--- src/koon_pkg.sv ---
// ----------------------------------------------------------------------------
// koon_pkg: shared types and constants
// Defaults, configuration register codes, sequencer states and cell control.
// ----------------------------------------------------------------------------
package koon_pkg;

    localparam int MAX_COMPONENTS_DEF = 32;
    localparam int FRAC_BITS_DEF      = 32;
    localparam int COEF_W             = 32;
    localparam int CFG_W              = 6;
    localparam int CFG_IDX_W          = 2;
    localparam int INDEX_W            = 6;
    localparam int SUM_W              = 63;

    typedef enum logic [CFG_IDX_W-1:0] {
        CFG_NUM_COMPONENTS = 2'd0,
        CFG_MIN_COMPONENTS = 2'd1,
        CFG_FAILURE_MODE   = 2'd2
    } cfg_index_t;

    typedef enum logic {
        OP_SAMPLE = 1'b0,
        OP_LOAD   = 1'b1
    } op_t;

    typedef enum logic [3:0] {
        ST_IDLE,
        ST_PMUL,
        ST_PGET,
        ST_TERM,
        ST_MUL,
        ST_MGET,
        ST_SCALE,
        ST_ROT,
        ST_FIN
    } state_t;

    typedef struct packed {
        logic load;
        logic shift;
    } cell_ctrl_t;

endpackage

--- src/koon_if.sv ---
// ----------------------------------------------------------------------------
// koon_if: item channels
// Sample/load channel into the block and result channel out of it.
// ----------------------------------------------------------------------------
interface koon_in_if #(
    parameter int FRAC_BITS = koon_pkg::FRAC_BITS_DEF
);
    import koon_pkg::*;

    logic                 valid;
    logic                 ready;
    logic                 operation;
    logic [INDEX_W-1:0]   coef_index;
    logic [COEF_W-1:0]    coef_value;
    logic [FRAC_BITS:0]   reliability_in;

    modport source (output valid, operation, coef_index, coef_value, reliability_in,
                    input ready);
    modport sink (input valid, operation, coef_index, coef_value, reliability_in,
                  output ready);
endinterface

interface koon_out_if #(
    parameter int FRAC_BITS = koon_pkg::FRAC_BITS_DEF
);
    logic               valid;
    logic               ready;
    logic [FRAC_BITS:0] system_reliability;

    modport source (output valid, system_reliability, input ready);
    modport sink (input valid, system_reliability, output ready);
endinterface

--- src/koon_cell.sv ---
// ----------------------------------------------------------------------------
// koon_cell: one coefficient cell
// Holds one table entry; loads directly or takes its neighbor's entry on shift.
// ----------------------------------------------------------------------------
module koon_cell (
    input  logic                      clk,
    input  koon_pkg::cell_ctrl_t      ctrl,
    input  logic [koon_pkg::COEF_W-1:0] load_value,
    input  logic [koon_pkg::COEF_W-1:0] shift_in,
    output logic [koon_pkg::COEF_W-1:0] value
);
    import koon_pkg::*;

    logic [COEF_W-1:0] value_reg;

    always_ff @(posedge clk)
    begin
        if (ctrl.load)
        begin
            value_reg <= load_value;
        end
        else if (ctrl.shift)
        begin
            value_reg <= shift_in;
        end
    end

    assign value = value_reg;

endmodule

--- src/identical_koon_reliability.sv ---
// ----------------------------------------------------------------------------
// identical_koon_reliability: K-out-of-N reliability, identical components
// Q1.FRAC_BITS system reliability from one component reliability per item.
// ----------------------------------------------------------------------------
// items carries either a coefficient load (operation=1, no result)
// or a reliability sample (operation=0, one result on results).
// Coefficients sit in a ring of MAX_COMPONENTS+1 cells; during a sample the
// ring rotates one place per term so cell 0 always holds the current one, and
// it is turned a full lap so it is back home when the item ends.
// One shared multiplier does every product: multiply, then round or accumulate.
// Each term multiplies a times by p = r(1-r) and b times by s, then by its
// coefficient, with a = N-K-i and b = max(0, 2(K+i)-N); one item is in
// flight at a time.
// A finished result waits in an output register; the next item is taken
// while it waits, and the sequencer only holds at its last step if the
// previous result has still not been taken.
// Reset clears control and config (N=2, K=1, success mode); the coefficient
// table is undefined until loaded. Config writes take effect at once.
// ----------------------------------------------------------------------------
module identical_koon_reliability #(
    parameter int MAX_COMPONENTS = koon_pkg::MAX_COMPONENTS_DEF,
    parameter int FRAC_BITS      = koon_pkg::FRAC_BITS_DEF
) (
    input  logic                           clk,
    input  logic                           rst_n,
    input  logic                           cfg_we,
    input  logic [koon_pkg::CFG_IDX_W-1:0] cfg_index,
    input  logic [koon_pkg::CFG_W-1:0]     cfg_data,
    koon_in_if.sink                        items,
    koon_out_if.source                     results
);
    import koon_pkg::*;

    localparam int DEPTH = MAX_COMPONENTS + 1;
    localparam int FW    = FRAC_BITS + 1;
    localparam int MW    = (FW > COEF_W) ? FW : COEF_W;
    localparam int PW    = 2 * MW;
    localparam int CW    = $clog2(MAX_COMPONENTS + 2);
    localparam int KW    = (CW > CFG_W) ? CW : CFG_W;
    localparam int RW    = $clog2(DEPTH + 1);
    localparam int CIW   = (INDEX_W > CW) ? INDEX_W + 1 : CW + 1;

    localparam logic [FW-1:0]  ONE_FX  = {1'b1, {FRAC_BITS{1'b0}}};
    localparam logic [PW-1:0]  HALF_FX = PW'(1) << (FRAC_BITS - 1);
    localparam logic [SUM_W:0] SUM_CAP = (SUM_W + 1)'(1) << (SUM_W - 1);

    state_t            state_reg, state_next;
    logic [CFG_W-1:0]  num_reg, num_next;
    logic [CFG_W-1:0]  min_reg, min_next;
    logic              fail_reg, fail_next;
    logic [FW-1:0]     r_reg, r_next;
    logic [FW-1:0]     s_reg, s_next;
    logic [FW-1:0]     p_reg, p_next;
    logic [FW-1:0]     prod_reg, prod_next;
    logic [PW-1:0]     mul_reg, mul_next;
    logic [SUM_W-1:0]  sum_reg, sum_next;
    logic [CW-1:0]     n_reg, n_next;
    logic [CW-1:0]     j_reg, j_next;
    logic [CW-1:0]     a_reg, a_next;
    logic [CW-1:0]     b_reg, b_next;
    logic [RW-1:0]     rot_reg, rot_next;
    logic              out_valid_reg, out_valid_next;
    logic [FW-1:0]     out_data_reg, out_data_next;

    logic [MW-1:0]     mul_a, mul_b;
    logic [PW:0]       rnd_sum;
    logic [FW-1:0]     rounded;
    logic [SUM_W-1:0]  term;
    logic [SUM_W:0]    acc;
    logic [FW-1:0]     r_sat;
    logic [KW-1:0]     n_full, n_lim, k_full;
    logic [CW-1:0]     a_tmp;
    logic [FW-1:0]     final_val;
    logic              load_fire;
    logic              shift_en;
    logic [COEF_W-1:0] coef_chain [DEPTH];
    cell_ctrl_t        cell_ctrl [DEPTH];

    // coefficient ring
    genvar c;
    generate
        for (c = 0; c < DEPTH; c++)
        begin : g_cell
            assign cell_ctrl[c].load  = load_fire && (CIW'(items.coef_index) == CIW'(c));
            assign cell_ctrl[c].shift = shift_en;
            koon_cell u_cell (
                .clk        (clk),
                .ctrl       (cell_ctrl[c]),
                .load_value (items.coef_value),
                .shift_in   (coef_chain[(c + 1) % DEPTH]),
                .value      (coef_chain[c])
            );
        end
    endgenerate

    assign mul_next  = PW'(mul_a) * PW'(mul_b);
    assign rnd_sum   = {1'b0, mul_reg} + {1'b0, HALF_FX};
    assign rounded   = rnd_sum[FRAC_BITS +: FW];
    assign term      = (mul_reg > PW'(SUM_CAP)) ? SUM_CAP[SUM_W-1:0] : mul_reg[SUM_W-1:0];
    assign acc       = {1'b0, sum_reg} + {1'b0, term};
    assign r_sat     = (items.reliability_in > ONE_FX) ? ONE_FX : items.reliability_in;
    assign n_full    = KW'(num_reg);
    assign n_lim     = (n_full > KW'(MAX_COMPONENTS)) ? KW'(MAX_COMPONENTS) : n_full;
    assign k_full    = KW'(min_reg);
    assign a_tmp     = n_reg - j_reg;

    always_comb
    begin
        if (!fail_reg)
        begin
            final_val = (sum_reg > SUM_W'(ONE_FX)) ? ONE_FX : sum_reg[FW-1:0];
        end
        else
        begin
            final_val = (sum_reg >= SUM_W'(ONE_FX)) ? '0 : ONE_FX - sum_reg[FW-1:0];
        end
    end

    // config registers
    always_comb
    begin
        num_next  = num_reg;
        min_next  = min_reg;
        fail_next = fail_reg;
        if (cfg_we)
        begin
            case (cfg_index)
                CFG_NUM_COMPONENTS: num_next  = cfg_data;
                CFG_MIN_COMPONENTS: min_next  = cfg_data;
                CFG_FAILURE_MODE:   fail_next = cfg_data[0];
                default:            ;
            endcase
        end
    end

    // sequencer
    always_comb
    begin
        state_next     = state_reg;
        r_next         = r_reg;
        s_next         = s_reg;
        p_next         = p_reg;
        prod_next      = prod_reg;
        sum_next       = sum_reg;
        n_next         = n_reg;
        j_next         = j_reg;
        a_next         = a_reg;
        b_next         = b_reg;
        rot_next       = rot_reg;
        out_data_next  = out_data_reg;
        out_valid_next = out_valid_reg && !results.ready;
        mul_a          = MW'(prod_reg);
        mul_b          = MW'(p_reg);
        items.ready    = 1'b0;
        load_fire      = 1'b0;
        shift_en       = 1'b0;

        case (state_reg)
            ST_IDLE:
            begin
                items.ready = 1'b1;
                if (items.valid)
                begin
                    if (items.operation == OP_LOAD)
                    begin
                        load_fire = 1'b1;
                    end
                    else
                    begin
                        r_next   = r_sat;
                        s_next   = fail_reg ? ONE_FX - r_sat : r_sat;
                        n_next   = CW'(n_lim);
                        // no terms when K exceeds N
                        j_next   = (k_full <= n_lim) ? CW'(k_full) : CW'(n_lim) + CW'(1);
                        sum_next = '0;
                        rot_next = '0;
                        state_next = ST_PMUL;
                    end
                end
            end
            ST_PMUL:
            begin
                mul_a      = MW'(r_reg);
                mul_b      = MW'(ONE_FX - r_reg);
                state_next = ST_PGET;
            end
            ST_PGET:
            begin
                p_next     = rounded;
                state_next = ST_TERM;
            end
            ST_TERM:
            begin
                if (j_reg > n_reg)
                begin
                    state_next = ST_ROT;
                end
                else
                begin
                    a_next     = a_tmp;
                    b_next     = (j_reg > a_tmp) ? j_reg - a_tmp : '0;
                    prod_next  = ONE_FX;
                    state_next = ST_MUL;
                end
            end
            ST_MUL:
            begin
                if (a_reg != '0)
                begin
                    a_next     = a_reg - CW'(1);
                    state_next = ST_MGET;
                end
                else if (b_reg != '0)
                begin
                    mul_b      = MW'(s_reg);
                    b_next     = b_reg - CW'(1);
                    state_next = ST_MGET;
                end
                else
                begin
                    mul_b      = MW'(coef_chain[0]);
                    state_next = ST_SCALE;
                end
            end
            ST_MGET:
            begin
                prod_next  = rounded;
                state_next = ST_MUL;
            end
            ST_SCALE:
            begin
                sum_next   = (acc > SUM_CAP) ? SUM_CAP[SUM_W-1:0] : acc[SUM_W-1:0];
                shift_en   = 1'b1;
                rot_next   = rot_reg + RW'(1);
                j_next     = j_reg + CW'(1);
                state_next = ST_TERM;
            end
            ST_ROT:
            begin
                // finish the lap so entry 0 is back in cell 0
                if (rot_reg == RW'(DEPTH))
                begin
                    state_next = ST_FIN;
                end
                else
                begin
                    shift_en = 1'b1;
                    rot_next = rot_reg + RW'(1);
                end
            end
            ST_FIN:
            begin
                if (!out_valid_reg || results.ready)
                begin
                    out_data_next  = final_val;
                    out_valid_next = 1'b1;
                    state_next     = ST_IDLE;
                end
            end
            default:
            begin
                state_next = ST_IDLE;
            end
        endcase
    end

    always_ff @(posedge clk or negedge rst_n)
    begin
        if (!rst_n)
        begin
            state_reg     <= ST_IDLE;
            num_reg       <= CFG_W'(2);
            min_reg       <= CFG_W'(1);
            fail_reg      <= 1'b0;
            out_valid_reg <= 1'b0;
            rot_reg       <= '0;
            j_reg         <= '0;
            n_reg         <= '0;
            a_reg         <= '0;
            b_reg         <= '0;
        end
        else
        begin
            state_reg     <= state_next;
            num_reg       <= num_next;
            min_reg       <= min_next;
            fail_reg      <= fail_next;
            out_valid_reg <= out_valid_next;
            rot_reg       <= rot_next;
            j_reg         <= j_next;
            n_reg         <= n_next;
            a_reg         <= a_next;
            b_reg         <= b_next;
        end
    end

    always_ff @(posedge clk)
    begin
        r_reg        <= r_next;
        s_reg        <= s_next;
        p_reg        <= p_next;
        prod_reg     <= prod_next;
        mul_reg      <= mul_next;
        sum_reg      <= sum_next;
        out_data_reg <= out_data_next;
    end

    assign results.valid              = out_valid_reg;
    assign results.system_reliability = out_data_reg;

    // ring never turns more than one lap
    a_rot_bound: assert property (@(posedge clk) disable iff (!rst_n)
        rot_reg <= RW'(DEPTH))
        else $error("coefficient ring over-rotated");

    // result appears only from the final step
    a_out_src: assert property (@(posedge clk) disable iff (!rst_n)
        $rose(out_valid_reg) |-> $past(state_reg) == ST_FIN)
        else $error("result raised outside final step");

    // term index never runs past N while a term is formed
    a_term_idx: assert property (@(posedge clk) disable iff (!rst_n)
        (state_reg == ST_MUL || state_reg == ST_SCALE) |-> j_reg <= n_reg)
        else $error("term index beyond N");

endmodule

--- src/flat_wrapper.sv ---
// flat-port wrapper written by rule: the top's interface ports become plain ports
module identical_koon_reliability_flat import koon_pkg::*;
#(
    parameter int MAX_COMPONENTS = koon_pkg::MAX_COMPONENTS_DEF,
    parameter int FRAC_BITS      = koon_pkg::FRAC_BITS_DEF
)
  (clk, rst_n, cfg_we, cfg_index, cfg_data, items_valid, items_operation, items_coef_index, items_coef_value, items_reliability_in, items_ready, results_valid, results_system_reliability, results_ready);
  koon_in_if #(.FRAC_BITS(FRAC_BITS)) items_i ();
  koon_out_if #(.FRAC_BITS(FRAC_BITS)) results_i ();
  input  logic clk;
  input  logic rst_n;
  input  logic cfg_we;
  input  logic [koon_pkg::CFG_IDX_W-1:0] cfg_index;
  input  logic [koon_pkg::CFG_W-1:0] cfg_data;
  input wire logic [$bits(items_i.valid)-1:0] items_valid;
  input wire logic [$bits(items_i.operation)-1:0] items_operation;
  input wire logic [$bits(items_i.coef_index)-1:0] items_coef_index;
  input wire logic [$bits(items_i.coef_value)-1:0] items_coef_value;
  input wire logic [$bits(items_i.reliability_in)-1:0] items_reliability_in;
  output wire logic [$bits(items_i.ready)-1:0] items_ready;
  output wire logic [$bits(results_i.valid)-1:0] results_valid;
  output wire logic [$bits(results_i.system_reliability)-1:0] results_system_reliability;
  input wire logic [$bits(results_i.ready)-1:0] results_ready;
  assign items_i.valid = items_valid;
  assign items_i.operation = items_operation;
  assign items_i.coef_index = items_coef_index;
  assign items_i.coef_value = items_coef_value;
  assign items_i.reliability_in = items_reliability_in;
  assign items_ready = items_i.ready;
  assign results_valid = results_i.valid;
  assign results_system_reliability = results_i.system_reliability;
  assign results_i.ready = results_ready;
  identical_koon_reliability #(.MAX_COMPONENTS(MAX_COMPONENTS), .FRAC_BITS(FRAC_BITS)) u_core (.clk(clk), .rst_n(rst_n), .cfg_we(cfg_we), .cfg_index(cfg_index), .cfg_data(cfg_data), .items(items_i), .results(results_i));
endmodule
--- config.mk ---
export PLATFORM = sky130hd
export DESIGN_NAME = identical_koon_reliability_flat
export DESIGN_NICKNAME = d
export VERILOG_FILES = /design/src/koon_pkg.sv /design/src/koon_if.sv /design/src/koon_cell.sv /design/src/identical_koon_reliability.sv /design/src/flat_wrapper.sv
export SDC_FILE = /design/constraint.sdc
export NUM_CORES = 2
export LEC_CHECK = 0
export BUFFER_PORTS_ARGS = -buffer_cell sky130_fd_sc_hd__buf_2
export CORE_ASPECT_RATIO = 1.4
export CORE_MARGIN = 2
export CORE_UTILIZATION = 45
export DETAILED_ROUTE_END_ITERATION = 8
export MAX_ROUTING_LAYER = met4
export PLACE_DENSITY_LB_ADDON = 0.15
export SYNTH_ARGS = -nofsm -noshare
export SYNTH_HDL_FRONTEND = slang
export SYNTH_SLANG_ARGS = --single-unit
--- constraint.sdc ---
create_clock -name clk -period 12.9 [get_ports clk]
set_input_delay 0.645 -clock clk [delete_from_list [all_inputs] [get_ports clk]]
set_output_delay 0.645 -clock clk [all_outputs]
set_load 0.005 [all_outputs]
==> flow_summary_export.csv <==
group,metric,value,unit
setup_path,reg2reg_from,"u_core.r_reg[4]$_DFFE_PP_",
finish,multi_input_area,54400,um^2
yosys,ys.flop_type,"edfxtp_1",
clocking,cts_made_buffers,150,
clocking,cts_resized,0,
clocking,cts_root_buf,"clkbuf_16",
setup_path,path_buf_inv,3,
setup_path,endpoint,"u_core.mul_reg[63]$_DFF_P_",
clocking,clk_latency,850,ps
clocking,postCtsHoldBufs,1,
grt,grt_pass1_vias,71500,
detailed_routing,drt-pass1-iter-count,8,
grt,grt_max_degree,66,
detailed_routing,post_drt_via_cell_ratio,5.74,
setup_path,cp_max_fo,10,
detailed_routing,drtAntennaViolNets,0,
timing,drv_slew,0,
floorplan,die_h,563,um
setup_path,r2r-end,"u_core.mul_reg[63]$_DFF_P_",
clocking,clock-sinks,1397,
floorplan,core_area,223000,um^2
detailed_routing,drtIter0Drc,4762,
timing,rsz0062_at_grt,"no",
timing,period_minus_slack,12020,ps
placed_design,dpl.hpwl,260,mm
grt,grt_pass1_wl,495,mm
yosys,async_flop_share,0.0344,
grt,gr-total-overflow,0,
setup_path,startpoint,"u_core.r_reg[4]$_DFFE_PP_",
grt,grtUsageTotal,0.311,
finish,final_util,0.494,
yosys,synth_seq_cells,1397,
finish,syn_to_final_growth,9.39,%
setup_path,end_kind,"register",
timing,timing.final.crit_share,0.932,
detailed_routing,routedWlPerCell,29.1,um
placed_design,port_buffers,119,
floorplan,ioPinCount,120,
setup_path,cp.arrival,12700,ps
detailed_routing,vias,67700,
yosys,synth_area,101000,um^2
timing,hold_violations,0,
timing,fmax,83.2,MHz
clocking,clk_pin_slew,60,ps
setup_path,crit_top_cell,"fa_1",
finish,n_fill_cell,20100,
timing,fin_skew,98.4,ps
clocking,post_cts_buffers,0,
floorplan,die-area,227000,um^2
grt,antenna_found_initial,55,
job,cap_viol_max_count,0,
timing,tightest_slew,1310,ps
setup_path,r2r_setup_slack,880,ps
yosys,ys_warn_count,0,
timing,finalSetupViolCount,0,
setup_path,path_class,"reg2reg",
clocking,htree_levels,4,
placed_design,place_congestion,1.02,
yosys,synth_fp_nets,10100,
setup_path,critPathTopFamily,"adder cells",
finish,finish.net_count,10100,
finish,area.sequential,41100,um^2
floorplan,die_x,404,um
yosys,synth-edff-count,1283,
floorplan,initial_core_util,0.452,
setup_path,crit_slowest_cell,"nor4_1",
yosys,syn_area_per_cell,11.5,um^2
setup_path,slowest_delay,610,ps
hold_path,hold_class,"in2reg",
setup_path,startpoint_type,"register",
setup_path,required,13580,ps
finish,drive_gt1_frac,0.200,
outcome,outcome,"completed",
yosys,synth_cell_types,82,
floorplan,placementRows,205,
finish,largest_reg_flops,1056,
clocking,cts_tree,"yes",
yosys,yosysSeqAreaShare,0.408,
timing,relSlewSlack,0.123,
setup_path,crit_cells,32,
yosys,syn_inst,8735,
timing,fin_tns_setup,0,ps
detailed_routing,wl,343,mm
setup_path,reg2reg_depth,32,
clocking,clk_path_buf_depth,4,
detailed_routing,drc,0,
logic make-up (layout without fill, tap and decap cells):
kind of cell    Yosys count  after routing  share of synthesized area
other cells               0             50                          0
flops                  1397           1397                      0.408
mux                    1122           1122                      0.125
simple gates           2371           2371                      0.105
fa+ha+maj              1318           1318                      0.236
buf+inv                1506           1606                     0.0563
xor+xnor                193            193                     0.0168
compound gates          828            828                     0.0529
synth_stat cells, drive strengths merged (58+ instances only):
cell type | n | share of area
mux2 | 1072 | 0.12
and2 | 134 | 0.0083
a21oi | 188 | 0.0094
a21o | 78 | 0.0058
nand2 | 982 | 0.037
nor2 | 721 | 0.027
ha | 357 | 0.044
nand3 | 63 | 0.0031
fa | 961 | 0.19
nor3 | 77 | 0.0038
edfxtp | 1283 | 0.38
inv | 1003 | 0.037
clkbuf | 423 | 0.016
o21ai | 242 | 0.012
xnor2 | 108 | 0.0094
xor2 | 85 | 0.0074
nor2b | 64 | 0.0040
nand4 | 58 | 0.0036
dfxtp | 66 | 0.013
buf | 79 | 0.0031
cell usage in the layout, fill, tap and decap left out, types with 50 or more instances in the layout:
| cell | instances |
|---|---|
| nand4_1 | 58 |
| nor4_1 | 50 |
| ha_1 | 357 |
| buf_2 | 119 |
| nand2_1 | 973 |
| and3_1 | 50 |
| mux2_2 | 1072 |
| xnor2_1 | 108 |
| nor3_1 | 74 |
| nor2b_1 | 63 |
| nor2_1 | 711 |
| a21oi_1 | 186 |
| edfxtp_1 | 1283 |
| inv_1 | 1002 |
| o21ai_0 | 222 |
| a21o_1 | 78 |
| xor2_1 | 85 |
| fa_1 | 961 |
| diode_2 | 50 |
| and2_1 | 131 |
| dfxtp_1 | 66 |
| clkbuf_16 | 156 |
| nand3_1 | 63 |
| buf_4 | 224 |
worst min-delay path by stage:
stage / cells after the start / to / start
after floorplan: 0 / u_core.a_reg[0]$_DFFE_PN0P_ / rst_n
after detailed placement: 2 / u_core.n_reg[5]$_DFFE_PN0P_ / u_core.n_reg[5]$_DFFE_PN0P_
after global placement: 2 / u_core.n_reg[3]$_DFFE_PN0P_ / u_core.n_reg[3]$_DFFE_PN0P_
after CTS: 2 / u_core.n_full[3]$_DFFE_PN0P_ / cfg_data[3]
after global routing: 2 / u_core.n_full[1]$_DFFE_PN1P_ / cfg_data[1]
final: 2 / u_core.n_full[3]$_DFFE_PN0P_ / cfg_data[3]
layer usage:
metal	global-route usage	part of all wire
met1	0.333	0.36
met2	0.542	0.52
met3	0.0517	0.058
met4	0.178	0.070
met5	-	0
stage by stage:
stage | instance area [um^2] | hold slack (ps) | worst slack, ps | std cells
finish | 110000 | 54.3 | 883 | 11800
global route | 110000 | 34.4 | 465 | 11800
CTS | 110000 | 11.0 | 943 | 11700
detailed placement | 105000 | 477 | 989 | 11500
global placement | 105000 | 471 | 1060 | 11500
floorplan | 101000 | 349 | 2570 | 8735
final cells by class:
cell class,count,area share
clock inverter,64,0.00599
sequential,1397,0.373
inverter,1004,0.0342
multi-input combinational,5832,0.494
antenna,50,0.00114
tap,2898,0.0330
clock buffer,191,0.0371
timing repair buffer,347,0.0214
Power is not shown: default switching activity piles up to over one toggle a cycle in this logic, so the estimate is an artifact.
